--- src/rtl/rabs_fifo.sv ---
// Small register-based FIFO with a fill count.
module rabs_fifo #(
  parameter int unsigned WIDTH = 8,
  parameter int unsigned DEPTH = 4
) (
  input  logic                       clk,
  input  logic                       rst,
  input  logic                       push_valid,
  output logic                       push_ready,
  input  logic [WIDTH-1:0]           push_data,
  output logic                       pop_valid,
  input  logic                       pop_ready,
  output logic [WIDTH-1:0]           pop_data,
  output logic [$clog2(DEPTH+1)-1:0] count
);

  localparam int unsigned PW = $clog2(DEPTH);
  localparam int unsigned CW = $clog2(DEPTH + 1);

  logic [WIDTH-1:0] mem [DEPTH];
  logic [PW-1:0]    wr_ptr;
  logic [PW-1:0]    rd_ptr;
  logic [CW-1:0]    fill;
  logic             do_push;
  logic             do_pop;

  assign push_ready = (fill != CW'(DEPTH));
  assign pop_valid  = (fill != '0);
  assign pop_data   = mem[rd_ptr];
  assign count      = fill;
  assign do_push    = push_valid && push_ready;
  assign do_pop     = pop_valid && pop_ready;

  always_ff @(posedge clk) begin
    if (rst) begin
      wr_ptr <= '0;
      rd_ptr <= '0;
      fill   <= '0;
    end else begin
      if (do_push) begin
        wr_ptr <= (wr_ptr == PW'(DEPTH - 1)) ? '0 : wr_ptr + PW'(1);
      end
      if (do_pop) begin
        rd_ptr <= (rd_ptr == PW'(DEPTH - 1)) ? '0 : rd_ptr + PW'(1);
      end
      fill <= fill + CW'(do_push) - CW'(do_pop);
    end
  end

  always_ff @(posedge clk) begin
    if (do_push) begin
      mem[wr_ptr] <= push_data;
    end
  end

endmodule

--- config.mk ---
export PLATFORM = sky130hd
export DESIGN_NAME = rabs_fifo
export DESIGN_NICKNAME = d
export VERILOG_FILES = /design/src/rtl/rabs_fifo.sv
export SDC_FILE = /design/constraint.sdc
export NUM_CORES = 1
export LEC_CHECK = 0
export BUFFER_PORTS_ARGS = -buffer_cell sky130_fd_sc_hd__buf_2
export CORE_MARGIN = 3
export CORE_UTILIZATION = 45
export CTS_CLUSTER_SIZE = 10
export DETAILED_ROUTE_END_ITERATION = 8
export GPL_TIMING_DRIVEN = 0
export PLACE_DENSITY = 0.77
export SLEW_MARGIN = 20
export SYNTH_ARGS = -nofsm -noshare
export SYNTH_HDL_FRONTEND = slang
export SYNTH_SLANG_ARGS = --single-unit
--- constraint.sdc ---
create_clock -name clk -period 5.1 [get_ports clk]
set_clock_uncertainty 0.15 [all_clocks]
set_input_delay 0.765 -clock clk [delete_from_list [all_inputs] [get_ports clk]]
set_output_delay 0.765 -clock clk [all_outputs]
set_load 0.05 [all_outputs]
# Word-level counts from Yosys, hierarchy flattened
# Memory sizes are Yosys's and may differ from the RTL's. A register that Yosys moved wholly into a read port is not among the register bits.
# Index checks and enable logic that the tools add are counted.
totals:
  input_bits: 12
  ff_bits: 7
  ram_bits: 32
  memories: 1
  out_inout_bits: 13
memory_table:
  columns: ["name", "depth", "word_bits", "rd", "rd_clocked_by_memory_dff", "write_ports", "line_no", "text"]
  rows:
  - ["mem", 4, 8, 1, 1, 1, "20", "logic [WIDTH-1:0] mem [DEPTH];"]
op_classes:
  eq_ne: 3
  mux: 6
  n_reduce_logical: 3
  add_sub_neg: 4
ops:
  columns: ["op", "n"]
  rows:
  - ["2-bit two-way mux", 4]
  - ["2-bit by 1-bit adder with 2-bit output, second input constant", 2]
  - ["2-bit == test, second input constant", 2]
  - ["3-bit by 1-bit adder with 3-bit output", 1]
  - ["3-bit inequality test, second input constant", 1]
  - ["3-bit nonzero test", 1]
  - ["3-bit by 1-bit subtractor with 3-bit output", 1]
  - ["1-bit logical AND", 2]
  - ["1-bit two-way mux", 2]

# Depth between registers and ports, before layout
# Gate-level depths: netlist (run 1).
depth:
  ltp_word: 4
  depth_mapped: 11
  depth_no_buf: 10

# Worst setup path before layout (run 1)
# Ideal clock, no wire load.
synth_timing:
  path_type: "reg2reg"
  start: "register fill[2] (netlist: count[2])"
  end: "register fill[2] (netlist: count[2])"
  t_arrival_ns: 2.596
  required_time_ns: 4.872
  slack_ns: 2.276
  synth_period_minus_slack_ns: 2.824
  path_stages_with_launch: 12
  setup_time_ns: 0.078
  path_cell_list: "dfxtp_1 > or3b_1 > buf_6 > nand2_1 > ha_1 > inv_1 > ha_1 > inv_1 > fa_1 > xor2_1 > and2_2 > nor3_1"
synth_between:
  elab_chain_len: 4
  elab_cells_between_ends: 6
synth_rtl:
  columns: ["item", "line_no", "text"]
  rows:
  - ["start, declared", "23", "logic [CW-1:0] fill;"]
  - ["start signal, assigned", "46", "fill <= fill + CW'(do_push) - CW'(do_pop);"]
  - ["3-bit inequality test", "27", "assign push_ready = (fill != CW'(DEPTH));"]
  - ["net push_ready", "9", "output logic push_ready,"]
  - ["1-bit logical AND", "31", "assign do_push = push_valid && push_ready;"]
  - ["3-bit by 1-bit adder with 3-bit output", "46", null]
  - ["3-bit by 1-bit subtractor with 3-bit output", "46", null]
# The timed path passes the listed nets, and every way through them passes these cells.
# A chain may end at the register's enable or synchronous reset.

# Worst setup path in the final report (run 1)
layout_timing:
  start: "register fill[1] (netlist: count[1])"
  end: "register fill[2] (netlist: count[2])"
layout_between:
  elab_chain_len: 4
  elab_cells_between_ends: 6
layout_rtl:
  columns: ["item", "line_no"]
  rows:
  - ["3-bit inequality test", "27"]
  - ["1-bit logical AND", "31"]
  - ["3-bit by 1-bit adder with 3-bit output", "46"]
  - ["3-bit by 1-bit subtractor with 3-bit output (*)", "46"]
# Every way passes the cells marked *; elsewhere a longest branch is shown, timed or not.

==> flow_metrics.tcl, run 1 <==
set metrics [dict create \
    cts_max_level 2 \
    worst_pin_slew_ns 0.650 \
    status "finished clean" \
    holdPathStages 2 \
    seqPwrFrac_pct 43.0 \
    ff2ff_path_depth 10 \
    syn-cell-area_um2 1630 \
    worstSetupPathType "reg -> reg" \
    cts_made_buffers 5 \
    instances_no_fill 168 \
    routabilityCongestion 0.799 \
    yosysMostFrequentCell "edfxtp_1" \
    ios 25 \
    dp_slack_ns 2.37 \
    p_leak_nw 0.714 \
    syn_nets 111 \
    seqCellArea_um2 1140 \
    setup_viol 0 \
    die_w_um 66.2 \
    dr.pass1.iters 3 \
    yosys.area.top_type_share_pct 58.9 \
    post-cts-setup-buffers 0 \
    cts_tree "built" \
    final_cell_area_um2 1880 \
    critPathArrivalTime_ns 2.79 \
    crit_required_ns 5.22 \
    finalCritPeriodShare_pct 52.3 \
    seq_area_frac_synth_pct 69.9 \
    syn_avg_cell_area_um2 17.9 \
    worstReg2RegStart "count[1]$_SDFF_PP0_" \
    clockRootBuffer "clkbuf_4" \
    synth_common_cells "32 x edfxtp_1, 9 x dfxtp_1, 8 x mux4_2" \
    critPathCaptureType "flip-flop" \
    io_buffers 23 \
    drc_errors 0 \
    cts_sinks 41 \
    synthCells 91 \
    dp_hpwl_mm 1.73 \
    timing.final.ws_setup_ns 2.43 \
    ys_warn_count 0 \
    slew_headroom_pct 56.3 \
    clk_pin_slew_worst_paths_ns 0.11 \
    slew_violations 0 \
    ant_nets 0 \
    placed_area_um2 1810 \
    die_h_um 66.2 \
    multi_input_area_um2 449 \
    crit_path_end "count[2]$_SDFF_PP0_" \
    wl_per_cell_um 14.3 \
    antenna_found_initial 0 \
    hold_start "rd_ptr[0]$_SDFFE_PP0N_" \
    routed_wirelength_mm 2.40 \
    clk_path_buf_depth 2 \
    dp_cells 160 \
    initialDrtViolationCount 39 \
    grt_pass1_vias 889 \
    grt_pass1_wl_mm 4.02 \
    timing.setup.tns_ns 0 \
    intPower_uw 634 \
    async_flop_share_pct 0 \
    clk_latency_ns 0.34 \
    die_area_um2 4390 \
    worstReg2RegEnd "count[2]$_SDFF_PP0_" \
    netlist.top_cell.by_area "edfxtp_1" \
    vias_per_cell 5.15 \
    p_sw_uw 379 \
    rsz0062_at_grt "no" \
    syn2layout_area_growth_pct 15.4 \
    rows 21 \
    cap_viol_max_count 0 \
    synth_edf_count 32 \
    nNetsFinal 141 \
    ir_drop_mv 0.333 \
    crit_fanout 6 \
    holdWs_ns 0.363 \
    hold_viol_final 0 \
    cp-start-kind "flip-flop" \
    grt_start_max_net_pins 14 \
    synth_cell_types 26 \
    n_antenna_cell 0 \
    ys_seq_elements 41 \
    combPwrFrac_pct 37.2 \
    crit_path_start "count[1]$_SDFF_PP0_" \
    reg2reg_setup_slack_ns 2.43 \
    p_sw_share_pct 37.4 \
    min_period_ns 2.67 \
    cts_resized 0 \
    ctsHoldBuffers 0 \
    synth_flop_cell "edfxtp_1" \
    fill_cells 293 \
    synth_area_leaders "edfxtp_1 59%, dfxtp_1 11%, mux4_2 11%" \
    dr_total_vias 866 \
    max_freq_mhz 375 \
    core_um2 3420 \
    hold_path_class "reg -> reg" \
    fin_util_pct 55.2 \
    clkPwrFrac_pct 19.8 \
    p_total_mw 1.01 \
    initial_utilization_pct 47.8 \
    grt_use_total_pct 12.8 \
    p_per_area_nw_per_um2 538 \
    drive_gt1_share_pct 37.7 \
    grt_overflow 0 \
]
==> final cells by class <==
cell class / count / share of cell area (%)
Sequential cell: 41 / 60.6
Multi-Input combinational cell: 41 / 23.8
Timing Repair Buffer: 23 / 6.11
Tap cell: 46 / 3.05
Clock inverter: 3 / 2.19
Clock buffer: 5 / 1.99
Buffer: 4 / 1.26
Inverter: 5 / 0.996
==> critical path, cell delays in order, from the launching register on <==
cell	delay [ns]
dfxtp_1	0.39
o31ai_1	0.60
inv_1	0.10
ha_1	0.29
inv_1	0.05
ha_1	0.13
inv_1	0.05
fa_1	0.36
xor2_1	0.16
and2_2	0.20
nor3_1	0.11
==> state kept, by name, indices dropped and copies added, names as in the netlist, named ones only <==
name,flops
count,3
wr_ptr,2
mem,32
rd_ptr,2
==> power by group through the flow <==
| stage | clock network [mW] | registers [mW] | logic [mW] |
|---|---|---|---|
| after global routing | 0.226 | 0.441 | 0.408 |
| final | 0.201 | 0.435 | 0.377 |
| after CTS | 0.207 | 0.436 | 0.384 |
| after floorplan | 0 | 0.466 | 0.279 |
| after global placement | 0 | 0.439 | 0.373 |
| after detailed placement | 0 | 0.443 | 0.384 |
==> metal layers <==
layer  up-vias  track usage [%]  wire, um
li1        408                -         -
met1       434             16.2      1010
met2        24             19.6      1240
met3         0             5.78       152
met4         0             3.81         0
met5         -                0         0
==> cell usage in the layout (no fill, tap or decap), types with 2 or more instances in the layout <==
cell and instances:
a211o_1 2, and3_2 4, buf_2 24, clkbuf_4 5
dfxtp_1 9, edfxtp_1 32, ha_1 7, inv_1 5
mux4_2 8, nand2_1 2, nor2_1 3, o21ai_0 2
or3_1 2
==> cells by family (layout without fill, tap and decap cells) <==
kind of cell	Yosys count	count (layout)	share of synthesized area, %
flip-flops	41	41	69.9
AND/OR/NAND/NOR	17	17	6.28
multiplexers	9	9	11.6
buffers and inverters	9	40	2.60
adder cells (fa/ha/maj)	8	8	6.59
AO/OA/AOI/OAI	6	6	2.45
XOR/XNOR	1	1	0.536
==> how the worst min path moves through the flow <==
stage                     slack [ns]        end
after CTS                       0.37  flip-flop
after floorplan                 0.31  flip-flop
after detailed placement        0.35  flip-flop
after global routing            0.41  flip-flop
final                           0.36  flip-flop
after global placement          0.32  flip-flop
No activity file was read; power rests on OpenSTA's default activity.
==> run 2, diff against run 1 <==
Clock period 5.1 ns to 2.5 ns, I/O delays scaled along.
==> flow_metrics.tcl, run 2 (synthesis results as in run 1) <==
set metrics [dict create \
    critPathArrivalTime_ns 2.54 \
    cts_max_level 2 \
    grt_use_met3_pct 4.08 \
    nNetsFinal 143 \
    initialDrtViolationCount 33 \
    clk_latency_ns 0.34 \
    hold_start "push_data[6]" \
    critPathCaptureType "flip-flop" \
    crit_slowest_cell "or3b_4" \
    worstSetupPathType "reg -> reg" \
    hold_path_class "in -> reg" \
    setup_viol 0 \
    die_h_um 66.2 \
    largest_register_ffs 32 \
    crit_chain "or3b_4 > nand2_4 > ha_1 > inv_1 > ha_1 > inv_1 > fa_2 > xor2_2 > and2_2 > nor3_2" \
    status "finished clean" \
    rows 21 \
    grt_overflow 0 \
    grt_use_met2_pct 22.7 \
    die_area_um2 4390 \
    ios 25 \
    slew_headroom_pct 66.4 \
    dp_hpwl_mm 1.79 \
    ctsHoldBuffers 0 \
    p_per_area_nw_per_um2 1100 \
    cts_tree "built" \
    grt_use_total_pct 13.2 \
    max_freq_mhz 414 \
    cp-start-kind "flip-flop" \
    cap_viol_max_count 0 \
    syn2layout_area_growth_pct 18.8 \
    ir_drop_mv 0.658 \
    cts_sinks 41 \
    clk_pin_slew_worst_paths_ns 0.11 \
    hold_viol_final 0 \
    antenna_found_initial 0 \
    cts_made_buffers 5 \
    min_period_ns 2.41 \
    worstReg2RegStart "count[2]$_SDFF_PP0_" \
    grt.busiest_layer "met2" \
    clk_path_buf_depth 2 \
    crit_path_start "count[2]$_SDFF_PP0_" \
    drc_errors 0 \
    io_buffers 23 \
    critical-path-top-delay-family "simple AND/OR/NAND/NOR gates" \
    crit_fanout 6 \
    regMostFlops "mem" \
    crit_required_ns 2.62 \
    final_cell_area_um2 1940 \
    clockRootBuffer "clkbuf_4" \
    dr.pass1.iters 4 \
    finalCritPeriodShare_pct 96.6 \
    timing.setup.tns_ns 0 \
    core_um2 3420 \
    ant_nets 0 \
    grt_pass1_wl_mm 4.15 \
    drive_gt1_share_pct 45.2 \
    layout_commonest_cell "edfxtp_1" \
    dr_total_vias 858 \
    vias_per_cell 5.05 \
    worst_pin_slew_ns 0.504 \
    initial_utilization_pct 47.8 \
    grt_pass1_vias 915 \
    cp_num_buf_inv 2 \
    wl_per_cell_um 14.9 \
    grt_start_max_net_pins 13 \
    n_antenna_cell 0 \
    critical_path.max_stage_delay_ns 0.43 \
    routabilityCongestion 0.689 \
    routed_wirelength_mm 2.53 \
    p_leak_nw 0.730 \
    use_met1_pct 14.7 \
    placed_area_um2 1820 \
    slew_violations 0 \
    die_w_um 66.2 \
    final_cell_mix "32 x edfxtp_1, 24 x buf_2, 8 x mux4_2" \
]
run 2: final timing paths:
kind,slack (ns),to,cells past startpoint
max,0.09,count[2]$_SDFF_PP0_,10
min,0.09,mem[2][6]$_DFFE_PP_,1
max reg2reg,0.09,count[2]$_SDFF_PP0_,10
min reg2reg,0.35,rd_ptr[0]$_SDFFE_PP0N_,2
run 2: stage by stage:
step           utilization [%]  total power [mW]  hold slack [ns]  worst slack, ns  cells
5_1_grt                   56.8              2.24           0.0697          -0.0122    170
3_5_place_dp              53.3              1.70            0.345          -0.0348    160
3_3_place_gp              53.3              1.67            0.322           0.0722    160
6_report                  56.8              2.13           0.0896           0.0856    170
2_1_floorplan                -              1.53            0.313           0.0163     91
4_1_cts                   55.8              2.11           0.0799           0.0207    169
run 2: area by class of cell:
type,count,area (um^2)
Clock buffer,6,41.3
Sequential cell,41,1150
Multi-Input combinational cell,41,488
Tap cell,46,57.6
Timing Repair Buffer,26,138
Fill cell,285,1480
Inverter,5,18.8
Clock inverter,2,33.8
Buffer,3,12.5
run 2: layer usage:
| metal | vias up | wire, um |
|---|---|---|
| met5 | - | 0 |
| met4 | 0 | 50 |
| met3 | 7 | 154 |
| met2 | 23 | 1320 |
| met1 | 417 | 1000 |
| li1 | 411 | - |
run 2: power breakdown:
group | leakage [nW] | internal, mW | switching [mW]
combinational | 0.321 | 0.277 | 0.546
sequential | 0.369 | 0.848 | 0.0522
clock | 0.0399 | 0.208 | 0.195
total | 0.730 | 1.33 | 0.793
run 2: repair_timing:
item / in CTS / in global routing
pin swaps: 0 / 2
resized for setup: 1 / 5
buffers inserted: 1 / 2
endpoints found under the setup margin: 1 / 1
