$ cat src/rtl/rabs_pkg.sv
// Shared constants, types and helper functions for the background subtractor.
package rabs_pkg;

  localparam int unsigned PIXELS_DEF  = 131072;
  localparam int unsigned ADDR_IN_W   = 17;
  localparam int unsigned QUEUE_DEPTH = 4;
  localparam int unsigned OUT_DEPTH   = 8;
  localparam int unsigned APB_AW      = 5;
  localparam int unsigned APB_DW      = 32;

  localparam int unsigned LUMA_R     = 4899;
  localparam int unsigned LUMA_G     = 9617;
  localparam int unsigned LUMA_B     = 1868;
  localparam int unsigned LUMA_ROUND = 8192;

  localparam logic CMD_LOAD = 1'b0;
  localparam logic CMD_PROC = 1'b1;

  localparam logic [1:0] KIND_IGNORE = 2'd0;
  localparam logic [1:0] KIND_LOAD   = 2'd1;
  localparam logic [1:0] KIND_PROC   = 2'd2;

  localparam logic [1:0] MODE_PLAIN  = 2'd0;
  localparam logic [1:0] MODE_BLEND  = 2'd1;
  localparam logic [1:0] MODE_SELECT = 2'd2;
  localparam logic [1:0] MODE_GHOST  = 2'd3;

  localparam logic COLOR_GRAY = 1'b0;
  localparam logic COLOR_BGR  = 1'b1;

  localparam logic [2:0] REG_THRESH = 3'd0;
  localparam logic [2:0] REG_WEIGHT = 3'd1;
  localparam logic [2:0] REG_MODE   = 3'd2;
  localparam logic [2:0] REG_COLOR  = 3'd3;
  localparam logic [2:0] REG_GHOST  = 3'd4;

  localparam logic [7:0] THRESH_RST = 8'd30;
  localparam logic [8:0] WEIGHT_RST = 9'd13;
  localparam logic [1:0] MODE_RST   = MODE_PLAIN;
  localparam logic       COLOR_RST  = COLOR_BGR;
  localparam logic [7:0] GHOST_RST  = 8'd50;

  typedef struct packed {
    logic [7:0] fg_threshold;
    logic [8:0] blend_weight;
    logic [1:0] update_mode;
    logic       color_mode;
    logic [7:0] ghost_limit;
  } cfg_t;

  typedef struct packed {
    logic [1:0]      kind;
    logic [2:0][7:0] px;
  } item_t;

  typedef struct packed {
    logic [2:0]      fg_bits;
    logic [2:0][7:0] diff;
  } result_t;

  function automatic logic [8:0] sat_weight(input logic [8:0] w);
    return (w > 9'd256) ? 9'd256 : w;
  endfunction

  function automatic logic [2:0] chan_mask(input logic color);
    return (color == COLOR_GRAY) ? 3'b001 : 3'b111;
  endfunction

endpackage

$ cat src/rtl/rabs_front.sv
// Front end: accept items, range check, classify and, in gray mode, convert to luma.
module rabs_front #(
  parameter int unsigned PIXELS = rabs_pkg::PIXELS_DEF
) (
  input  logic                      clk,
  input  logic                      rst,
  input  logic                      hold,
  input  rabs_pkg::cfg_t            cfg,
  input  logic                      in_valid,
  output logic                      in_ready,
  input  logic                      cmd,
  input  logic [16:0]               pixel_addr,
  input  logic [7:0]                blue_in,
  input  logic [7:0]                green_in,
  input  logic [7:0]                red_in,
  output logic                      q_valid,
  input  logic                      q_ready,
  output logic [$clog2(PIXELS)-1:0] q_addr,
  output rabs_pkg::item_t           q_item
);

  localparam int unsigned AW = $clog2(PIXELS);
  localparam int unsigned EW = (AW > rabs_pkg::ADDR_IN_W) ? AW : rabs_pkg::ADDR_IN_W;

  logic            f1_valid;
  logic [1:0]      f1_kind;
  logic [AW-1:0]   f1_addr;
  logic [2:0][7:0] f1_px;
  logic [20:0]     f1_prod_r;
  logic [21:0]     f1_prod_g;
  logic [18:0]     f1_prod_b;

  logic            accept;
  logic            in_range;
  logic [EW-1:0]   addr_ext;
  logic [21:0]     luma_sum;

  assign in_ready = !hold && (!f1_valid || q_ready);
  assign accept   = in_valid && in_ready;
  assign in_range = (32'(pixel_addr) < 32'(PIXELS));
  assign addr_ext = EW'(pixel_addr);

  always_ff @(posedge clk) begin
    if (rst) begin
      f1_valid <= 1'b0;
    end else if (accept) begin
      f1_valid <= 1'b1;
    end else if (q_ready) begin
      f1_valid <= 1'b0;
    end
  end

  always_ff @(posedge clk) begin
    if (accept) begin
      if (!in_range) begin
        f1_kind <= rabs_pkg::KIND_IGNORE;
      end else if (cmd == rabs_pkg::CMD_LOAD) begin
        f1_kind <= rabs_pkg::KIND_LOAD;
      end else begin
        f1_kind <= rabs_pkg::KIND_PROC;
      end
      f1_addr   <= addr_ext[AW-1:0];
      f1_px     <= {red_in, green_in, blue_in};
      f1_prod_r <= 21'(red_in) * 21'(rabs_pkg::LUMA_R);
      f1_prod_g <= 22'(green_in) * 22'(rabs_pkg::LUMA_G);
      f1_prod_b <= 19'(blue_in) * 19'(rabs_pkg::LUMA_B);
    end
  end

  assign luma_sum = 22'(f1_prod_r) + f1_prod_g + 22'(f1_prod_b)
                  + 22'(rabs_pkg::LUMA_ROUND);

  always_comb begin
    q_valid        = f1_valid;
    q_addr         = f1_addr;
    q_item.kind    = f1_kind;
    q_item.px      = f1_px;
    if (cfg.color_mode == rabs_pkg::COLOR_GRAY) begin
      q_item.px[0] = luma_sum[21:14];
    end
  end

endmodule

$ cat config.mk
export PLATFORM = sky130hd
export DESIGN_NAME = rabs_front
export DESIGN_NICKNAME = d
export VERILOG_FILES = /design/src/rtl/rabs_pkg.sv /design/src/rtl/rabs_front.sv
export SDC_FILE = /design/constraint.sdc
export NUM_CORES = 1
export LEC_CHECK = 0
export BUFFER_PORTS_ARGS = -buffer_cell sky130_fd_sc_hd__buf_2
export CORE_MARGIN = 3
export CORE_UTILIZATION = 45
export DETAILED_ROUTE_END_ITERATION = 12
export HOLD_SLACK_MARGIN = 0.08
export SYNTH_ARGS = -nofsm -noshare
export SYNTH_HDL_FRONTEND = slang
export SYNTH_SLANG_ARGS = --single-unit
$ cat constraint.sdc
create_clock -name clk -period 11.6 [get_ports clk]
set_clock_uncertainty 0.15 [all_clocks]
set_input_delay 2.9 -clock clk [delete_from_list [all_inputs] [get_ports clk]]
set_output_delay 2.9 -clock clk [all_outputs]
set_load 0.01 [all_outputs]
======== Word level (Yosys, flattened, before mapping) ========
Cells that the tools add are included.
cells by class
  add/sub/neg operators ................... 3
  multiply operators ...................... 3
  multiplexer cells ....................... 4
  reductions and logical operators ........ 6
operators with widths
  cell                                                count
  adder 21 x 22 -> 22 bit                             1
  adder 22 x 14 -> 22 bit, second input constant      1
  adder 22 x 19 -> 22 bit                             1
  multiplier 8 x 14 -> 22 bit, second input constant  1
  multiplier 8 x 13 -> 21 bit, second input constant  1
  multiplier 8 x 9 -> 17 bit, second input constant   1
  2-to-1 mux 8 bit                                    1
  logical AND 1 bit                                   2
  logical NOT 1 bit                                   2
  2-to-1 mux 1 bit                                    2
  2-to-1 mux 2 bit                                    1
  nonzero test 2 bit                                  1
  logical OR 1 bit                                    1
storage, ports and cells
  flip-flop bits (word level) ............. 104
  input port bits ......................... 75
  output and inout port bits .............. 45

======== Longest topological paths before layout ========
Gate-level depths: netlist of the first run.
  depth after elaboration ................. 5
  gate-level depth with buffers ........... 15
  gate-level depth less buffers ........... 15

======== Least setup slack after synthesis of the first run ========
No wires, ideal clock.
  kind .................................... input-to-output
  start ................................... input port cfg[8] (netlist bit)
  end ..................................... output port q_item[7] (netlist bit)
  data arrival time ....................... 3783 ps
  setup slack ............................. 4767 ps
  stages on the path ...................... 4
  buffers on the path ..................... 1
  cell sequence ........................... clkbuf_1 nor3b_1 mux2_2 nor3_1
RTL lines
  item             RTL line          source
  start, declared  rabs_front.sv:8   input rabs_pkg::cfg_t cfg,
  end, declared    rabs_front.sv:19  output rabs_pkg::item_t q_item

==> results of run 1 <==
## state kept, by name, summed over array words and instances (netlist names)
signal	flops
f1_kind	2
f1_prod_b	16
f1_prod_g	18
f1_prod_r	20
f1_px	8
q_addr	17
q_item	16
q_valid	1
## path summary, 6_finish.rpt
| path | start | end | slack (ns) | cells past startpoint |
|---|---|---|---|---|
| max reg2reg | q_valid | f1_px[6] | 9.30 | 5 |
| max | cfg[8] | q_item[4] | 4.44 | 6 |
| min | q_valid | q_valid | 0.34 | 2 |
| min reg2reg | q_valid | q_valid | 0.34 | 2 |
## Yosys cell counts (all sizes together) (8+ instances only)
cell type / count / area, µm²
a21o: 16 / 120.1
a21oi: 31 / 155.2
buf: 16 / 120.1
edfxtp: 97 / 2913
fa: 61 / 1221
ha: 185 / 2315
inv: 173 / 649.4
nand2: 21 / 78.83
nand3: 15 / 75.07
nor2: 25 / 93.84
nor3: 10 / 50.05
o21ai: 15 / 75.07
o21bai: 8 / 60.06
xnor2: 29 / 254.0
xor2: 11 / 96.34
## cells by family (layout without fill, tap and decap cells)
family | after synthesis | count (layout)
mux | 2 | 2
flops | 98 | 98
simple gates | 111 | 111
buf+inv | 191 | 282
xor+xnor | 40 | 40
fa+ha+maj | 246 | 246
compound gates | 116 | 116
## routing by layer
layer / routed length, µm / up-vias
met5: 0 / -
met4: 263 / 0
met3: 555 / 15
met2: 7423 / 85
met1: 8110 / 2634
li1: - / 2934
## power groups by stage
stage | logic, mW | clock network [mW] | registers [mW]
after global routing | 1.26 | 0.327 | 0.494
after floorplan | 0.842 | 0 | 0.491
after global placement | 1.09 | 0 | 0.497
after CTS | 1.11 | 0.312 | 0.490
after detailed placement | 1.10 | 0 | 0.498
final | 1.09 | 0.302 | 0.489
## stage by stage
stage               power [mW]  hold slack, ns  util [%]  area (µm²)  worst slack [ns]
detailed placement       1.593          0.3276     49.44        9653             4.437
floorplan                1.333          0.3486         -        8979             4.767
global placement         1.585          0.3220     49.44        9653             4.452
global route             2.083          0.3823     50.95        9950             4.326
finish                   1.882          0.3358     50.95        9950             4.439
CTS                      1.911          0.3375     50.95        9950             4.433
## worst reg2reg max path: cells and delay by family, from the launching register on
family | cells | cell delay (ns)
flip-flops | 1 | 0.31
buffers and inverters | 2 | 1.08
AND/OR/NAND/NOR | 3 | 0.35
## layout by cell type (no fill, tap or decap), types with 13 or more instances in the layout
master | netlist | final
a21o_1 | 16 | 16
a21oi_1 | 31 | 31
buf_2 | 0 | 92
edfxtp_1 | 97 | 97
fa_1 | 61 | 61
ha_1 | 185 | 185
inv_1 | 173 | 172
nand2_1 | 21 | 21
nand3_1 | 15 | 15
nor2_1 | 25 | 25
o21ai_0 | 13 | 13
xnor2_1 | 29 | 29
## area by class of cell
cell class | count | area (µm²)
clock buffers | 10 | 229.0
clock inverters | 6 | 67.56
fillers | 1859 | 9577
inverters | 173 | 651.9
multi-input cells | 515 | 5269
flip-flops and latches | 98 | 2933
well taps | 265 | 331.6
repair buffers | 93 | 467.9
==> run metrics, run 1 <==
TritonCTS clock tree built; met3 usage in global routing 2.097%; number of synthesized flops with an enable pin 97; synthesized area per cell 11.17 µm²; post-cts hold buffer count 0; Wirelength per Cell 14.10 µm; Layout area overhead 10.81%; Max-Cap Viols 0; Crit Path Class in -> out; Post-DP HPWL 13.46 mm; Worst Hold Class reg -> reg; clock buffer depth 2; worst-path cell chain buf_2 -> inv_1 -> and3_1 -> a211oi_1 -> nand3_1 -> buf_2; Int Pwr 1.113 mW; WL final 16.35 mm; clock power share 16.1%; clock sink count 98; mux cell area share after synthesis 0.2369%; Crit path required time 8.55 ns; Tcrit/Tclk final 61.73%; post-synthesis simple-gate area fraction 6.257%; H-tree levels 3; First DRT Iteration DRCs 250; ys async rst share 0%; share of layout cells above drive strength 1 12.85%; final RePlAce weighted congestion 0.7983; final hold vios 0; M1 GR Usage 22.75%; Synth Area in Compound Gates 8.905%; syn_nets 1125; Worst Tran Pin Value 0.7669 ns; antenna viol nets, final 0; root cell of the clock tree clkbuf_16; vias in the first global route 5631; Synth Warn # 0; Post-CTS Setup Bufs 0; crit-path max FO 22; sequential fraction of the synthesis area 32.66%; GRT Residual Overflow 0; pwr/cell area 189.2 nW/µm²; PortBufs 92; Initial Util 45.98%; Final setup viols 0; row count 51; mapped cell area 8979 µm²; startpoint types input pin; die area 21680 µm²; via count 5668; placed insts 1144; Max Slew Vio Count 0; Slowest Stage Delay on Critical Path 0.30 ns; Worst-path clk slew 0.07 ns; I/O pin total 120; largest net degree at the start of global routing 61; Logic pwr share 58.0%; first-pass GRT wire length 27.70 mm; DR vias/cell 4.886; TritonCTS Buffers 9; Arrival @ worst endpoint 4.11 ns; met2 Usage GRT 25.41%; WP buf/inv 3; initial antenna violation count 0; prevailing post-synth register cell edfxtp_1; DR pass1 iterations 4; worst-skew pair later-pin latency 0.35 ns; Crit-path slowest cell buf_2; leakage power 4.969 nW; Peak Freq 0.1397 GHz; Synth Register Bits 98; sequential share of power 26.0%; Post-Route Setup TNS 0 ns; cell count after synthesis 804; Core Area 19530 µm²; Crit path max-delay family buffers and inverters; Tmin final 7.161 ns; Rel. slew slack 48.87%; CP Capture Type output port; Synth Area in Adders 39.38%; Unique masters post-synth 53; Post-CTS Resized 0; GRT Util Overall 15.96%; DRC viols 0; Switching Fraction 40.88%; die width 147.3 µm; CP dominant cell by count buf_2; global routing's busiest layer met2; nets 1211; VDD IR max 0.08431 mV; run status completed; RSZ-0062 raised after global routing no; Ant. Diodes 0; main combinational cell family by area after synthesis adder cells; Layout Cells excl Fill 1160; Switching Power 769.3 µW; Die Height 147.3 µm; Synth Area in XOR/XNOR 3.902%
Note: power is estimated with default switching activity, not from simulation.
==> inputs of run 2 (changes only) <==
ABC_AREA = 1   (was default)
PLACE_DENSITY = 0.67   (was default)
clock period = 6.5 ns   (was 11.6 ns; I/O delays follow)
==> run metrics, run 2 <==
run status completed; Wirelength per Cell 14.07 µm; TritonCTS Buffers 9; CP Capture Type flip-flop; crit-path max FO 7; H-tree levels 3; GRT Util Overall 17.53%; max reg flops 20; WL final 18.93 mm; total power 3.647 mW; DR pass1 iterations 4; antenna viol nets, final 0; Ant. Diodes 0; Worst Setup SP blue_in[6]; Synth Register Bits 98; Crit path required time 6.46 ns; Post-Layout Inst Area 10490 µm²; Post-CTS Resized 0; leading area contributor after synthesis edfxtp_1; cell with the most instances after synthesis inv_1; mapped cell area 9483 µm²; PortBufs 92; sequential fraction of the synthesis area 30.93%; Arrival @ worst endpoint 4.97 ns; commonest non-fill, non-tap cell in the layout inv_1; final hold vios 0; initial antenna violation count 0; Final setup viols 0; Core Area 20490 µm²; Worst-path clk slew 0.08 ns; clock sink count 98; syn_nets 1303; # fillers 1922; share of layout cells above drive strength 1 12.00%; Tmin final 5.013 ns; Worst Hold Slack 0.4850 ns; RSZ-0062 raised after global routing no; Layout Utilization 51.17%; top post-synthesis cells by area edfxtp_1, ha_1, fa_1, inv_1, nand2_1; Post-CTS Setup Bufs 0; synthesized area per cell 9.657 µm²; Worst Tran Pin Value 0.6393 ns; nets 1391; VDD IR max 0.1707 mV; largest net degree at the start of global routing 51; via count 6560; cell count after synthesis 982; Unique masters post-synth 40; vias in the first global route 6557; DRC viols 0; first-pass GRT wire length 31.49 mm; Storage cell area 2933 µm²; TritonCTS clock tree built; final RePlAce weighted congestion 0.9187; Layout Cells excl Fill 1345; root cell of the clock tree clkbuf_16; die width 151.2 µm; I/O pin total 120; GRT Residual Overflow 0; worst-path cell chain buf_2 -> inv_1 -> ha_1 -> fa_1 -> fa_1 -> inv_1 -> fa_1 -> ha_1 -> a21o_1 -> a31oi_1 -> o21ai_1 -> nand2_1 -> nand3_1 -> nand2_1 -> nand2_1; Area after DPL 10180 µm²; startpoint types input pin; Worst Hold Class reg -> reg; Crit Path Class in -> reg; post-cts hold buffer count 0; worst-skew pair later-pin latency 0.36 ns; pwr/cell area 347.8 nW/µm²; area of the multi-input gates 5627 µm²; Synth top area share 30.72%; prevailing post-synth register cell edfxtp_1; most flop-heavy register f1_prod_r; DR vias/cell 4.877; worst slack at placement 1.159 ns; Tcrit/Tclk final 77.13%; Worst R2R Start q_valid; Max-Cap Viols 0; Hold Crit Start q_valid; Post-DP HPWL 15.92 mm; Post-Route Setup TNS 0 ns; Initial Util 46.27%; Final WS setup 1.487 ns; leakage power 5.541 nW; Crit path max-delay family adder cells; Die Height 151.2 µm; WP buf/inv 3; Slowest Stage Delay on Critical Path 0.52 ns; Max Slew Vio Count 0; Synth Warn # 0; Crit-path slowest cell fa_1; most frequent cells in the layout inv_1, ha_1, nand2_1; First DRT Iteration DRCs 267; row count 52; clock buffer depth 2; die area 22850 µm²; ys async rst share 0%; Synth top cells by count inv_1, ha_1, nand2_1; Peak Freq 0.1995 GHz; placed insts 1329; number of synthesized flops with an enable pin 97; Rel. slew slack 57.38%; Layout area overhead 10.60%
==> run 2: cell count changes after synthesis, sizes merged, moves of 19 or more <==
cell | previous run | this run
nand2 | 21 | 156
xnor2 | 29 | 9
nand3 | 15 | 44
xor2 | 11 | 33
inv | 173 | 215
a21oi | 31 | 50
==> run 2: path summary, 6_finish.rpt <==
path,endpoint,slack [ns],cells after the start
worst max-delay path,f1_prod_b[15],1.49,15
worst min-delay path,q_valid,0.49,4
worst max register to register,q_item[22],4.14,5
worst min register to register,q_valid,0.49,4
==> run 2: power breakdown <==
group / internal (mW) / switching [mW] / total, mW
Sequential: 0.840 / 0.0352 / 0.875
Combinational: 0.845 / 1.39 / 2.23
Clock: 0.273 / 0.267 / 0.540
Total: 1.96 / 1.69 / 3.65
==> run 2: cells by family (layout without fill, tap and decap cells) <==
kind of cell	after synthesis	in the layout	synth area share, %
buffers and inverters	233	326	9.856
adders and majority gates	246	246	37.29
and+or+nand+nor	271	271	12.43
DFF	98	98	30.93
xor gates and xnor gates	42	42	3.958
AOI/OAI and AO/OA	92	92	5.542
==> run 2: routing by layer <==
layer | up-vias | global-route usage, % | share of wire [%]
li1 | 3380 | - | -
met1 | 3048 | 23.64 | 47
met2 | 114 | 29.38 | 46
met3 | 18 | 2.902 | 4.5
met4 | 0 | 4.760 | 1.7
met5 | - | 0 | 0
==> run 2: area by class of cell <==
| type | instances | share of cell area, % |
|---|---|---|
| repair buffers | 94 | 4.534 |
| clock inverters | 7 | 0.7516 |
| inverters | 216 | 7.731 |
| multi-input cells | 651 | 53.65 |
| well taps | 270 | 3.221 |
| clock buffers | 9 | 2.147 |
| flip-flops and latches | 98 | 27.96 |
==> run 2: worst register-to-register path, stage by stage (launching register included) <==
cell     delay (ns)
dfxtp_1        0.31
inv_1          0.05
nor2_1         0.07
nor3b_4        0.17
buf_4          0.55
buf_4          0.67
==> inputs of run 3 (changes only) <==
clock period = 4.5 ns   (was 6.5 ns; I/O delays follow)
==> run metrics, run 3 (synthesized netlist as in run 2, its figures left out) <==
commonest non-fill, non-tap cell in the layout inv_1; Core Area 20490 µm²; WP buf/inv 2; clock sink count 98; leakage power 5.766 nW; TritonCTS Buffers 9; vias in the first global route 6820; Max Slew Vio Count 0; Arrival @ worst endpoint 3.06 ns; Crit Path Class reg -> out; met2 Usage GRT 29.81%; PortBufs 92; Worst Hold Class reg -> reg; reg2reg setup slack 2.71 ns; most frequent cells in the layout inv_1, ha_1, nand2_1; Hold Crit Start q_valid; GRT Residual Overflow 0; Die Height 151.2 µm; Max-Cap Viols 0; VDD IR max 0.3346 mV; crit-path max FO 3; final hold vios 0; Storage cell area 2933 µm²; Worst R2R Start q_valid; Tmin final 4.333 ns; I/O pin total 120; CP Capture Type output port; Initial Util 46.27%; Crit-path slowest cell fa_1; initial antenna violation count 0; antenna viol nets, final 0; Slowest Stage Delay on Critical Path 0.49 ns; nets 1435; max reg flops 20; clock buffer depth 2; CP dominant cell by count nand2_1; row count 52; H-tree levels 3; Layout Utilization 53.85%; worst-path cell chain fa_1 -> ha_1 -> ha_1 -> nand2_1 -> inv_1 -> a21oi_1 -> nor2_1 -> nor2_1 -> nand2_1 -> nand2_1 -> nand3_1 -> nand2_1 -> buf_2; root cell of the clock tree clkbuf_16; # fillers 1862; Final setup viols 0; Ant. Diodes 0; Layout area overhead 16.37%; die area 22850 µm²; first-pass GRT wire length 32.03 mm; Tcrit/Tclk final 96.30%; Peak Freq 0.2308 GHz; met3 usage in global routing 2.184%; Post-Route Setup TNS 0 ns; Rel. slew slack 58.99%; area of the multi-input gates 5817 µm²; global routing's busiest layer met2; Worst Tran Pin Value 0.6145 ns; hold path cells 4; Crit path max-delay family adder cells; startpoint types flip-flop; share of layout cells above drive strength 1 18.41%; Wirelength per Cell 13.81 µm; run status completed; Hold Path Sink q_valid; most flop-heavy register f1_prod_r; Post-DP HPWL 16.12 mm; WL final 19.18 mm; TritonCTS clock tree built; die width 151.2 µm; RR Endpoint q_addr[8]; largest net degree at the start of global routing 48; worst-skew pair later-pin latency 0.35 ns; pwr/cell area 527.4 nW/µm²; Worst Hold Slack 0.4837 ns; First DRT Iteration DRCs 269; Area after DPL 10530 µm²; total power 5.821 mW; Post-Layout Inst Area 11040 µm²; via count 6799; final RePlAce weighted congestion 0.9590; WP depth 13; R2R cell count 4; M1 GR Usage 24.01%; RSZ-0062 raised after global routing yes; DRC viols 0; Crit path required time 3.22 ns; DR vias/cell 4.895; DR pass1 iterations 5; Worst-path clk slew 0.08 ns; GRT Util Overall 17.79%
==> run 3: routing by layer <==
metal / vias up / share of wire, %
met5: - / 0
met4: 0 / 2.4
met2: 132 / 47
li1: 3474 / -
met3: 29 / 3.6
met1: 3164 / 47
==> run 3: worst max path at each step <==
| stage | start | to | slack, ns |
|---|---|---|---|
| after floorplan | blue_in[2] | f1_prod_b[16] | 0.03 |
| after global placement | blue_in[2] | f1_prod_b[16] | -0.17 |
| after detailed placement | blue_in[2] | f1_prod_b[16] | -0.21 |
| after CTS | f1_prod_b[4] | q_item[1] | 0.06 |
| after global routing | f1_prod_b[5] | q_item[2] | -0.03 |
| final | f1_prod_g[10] | q_item[1] | 0.17 |
==> run 3: repair_timing <==
action | 4_1_cts | 5_1_grt
resized for setup | 0 | 40
hold buffers | 0 | 0
endpoints found under the setup margin | 0 | 9
setup buffers | 0 | 1
==> run 3: report_power, final <==
group          total (mW)  switching [mW]  internal [mW]
sequential           1.26          0.0486           1.21
clock               0.785           0.389          0.397
combinational        3.77            2.21           1.57
==> run 3: area by class of cell <==
class / instances / area share, %
timing repair buffer: 138 / 7.528
multi-input combinational: 651 / 52.71
tap: 270 / 3.061
clock buffer: 9 / 2.041
sequential: 98 / 26.58
clock inverter: 7 / 0.7370
inverter: 216 / 7.347
==> run 3: through the flow <==
step           worst slack (ns)  cells
2_1_floorplan           0.02968    982
3_3_place_gp            -0.1688   1372
3_5_place_dp            -0.2108   1372
4_1_cts                 0.05629   1388
5_1_grt                -0.03021   1389
6_report                 0.1666   1389
==> run 3: worst min-delay path, delay by kind of cell (launching register included) <==
kind	cells	cell delay [ns]
DFF	1	0.31
AOI/OAI and AO/OA	1	0.14
buffers and inverters	2	0.08
and+or+nand+nor	1	0.07
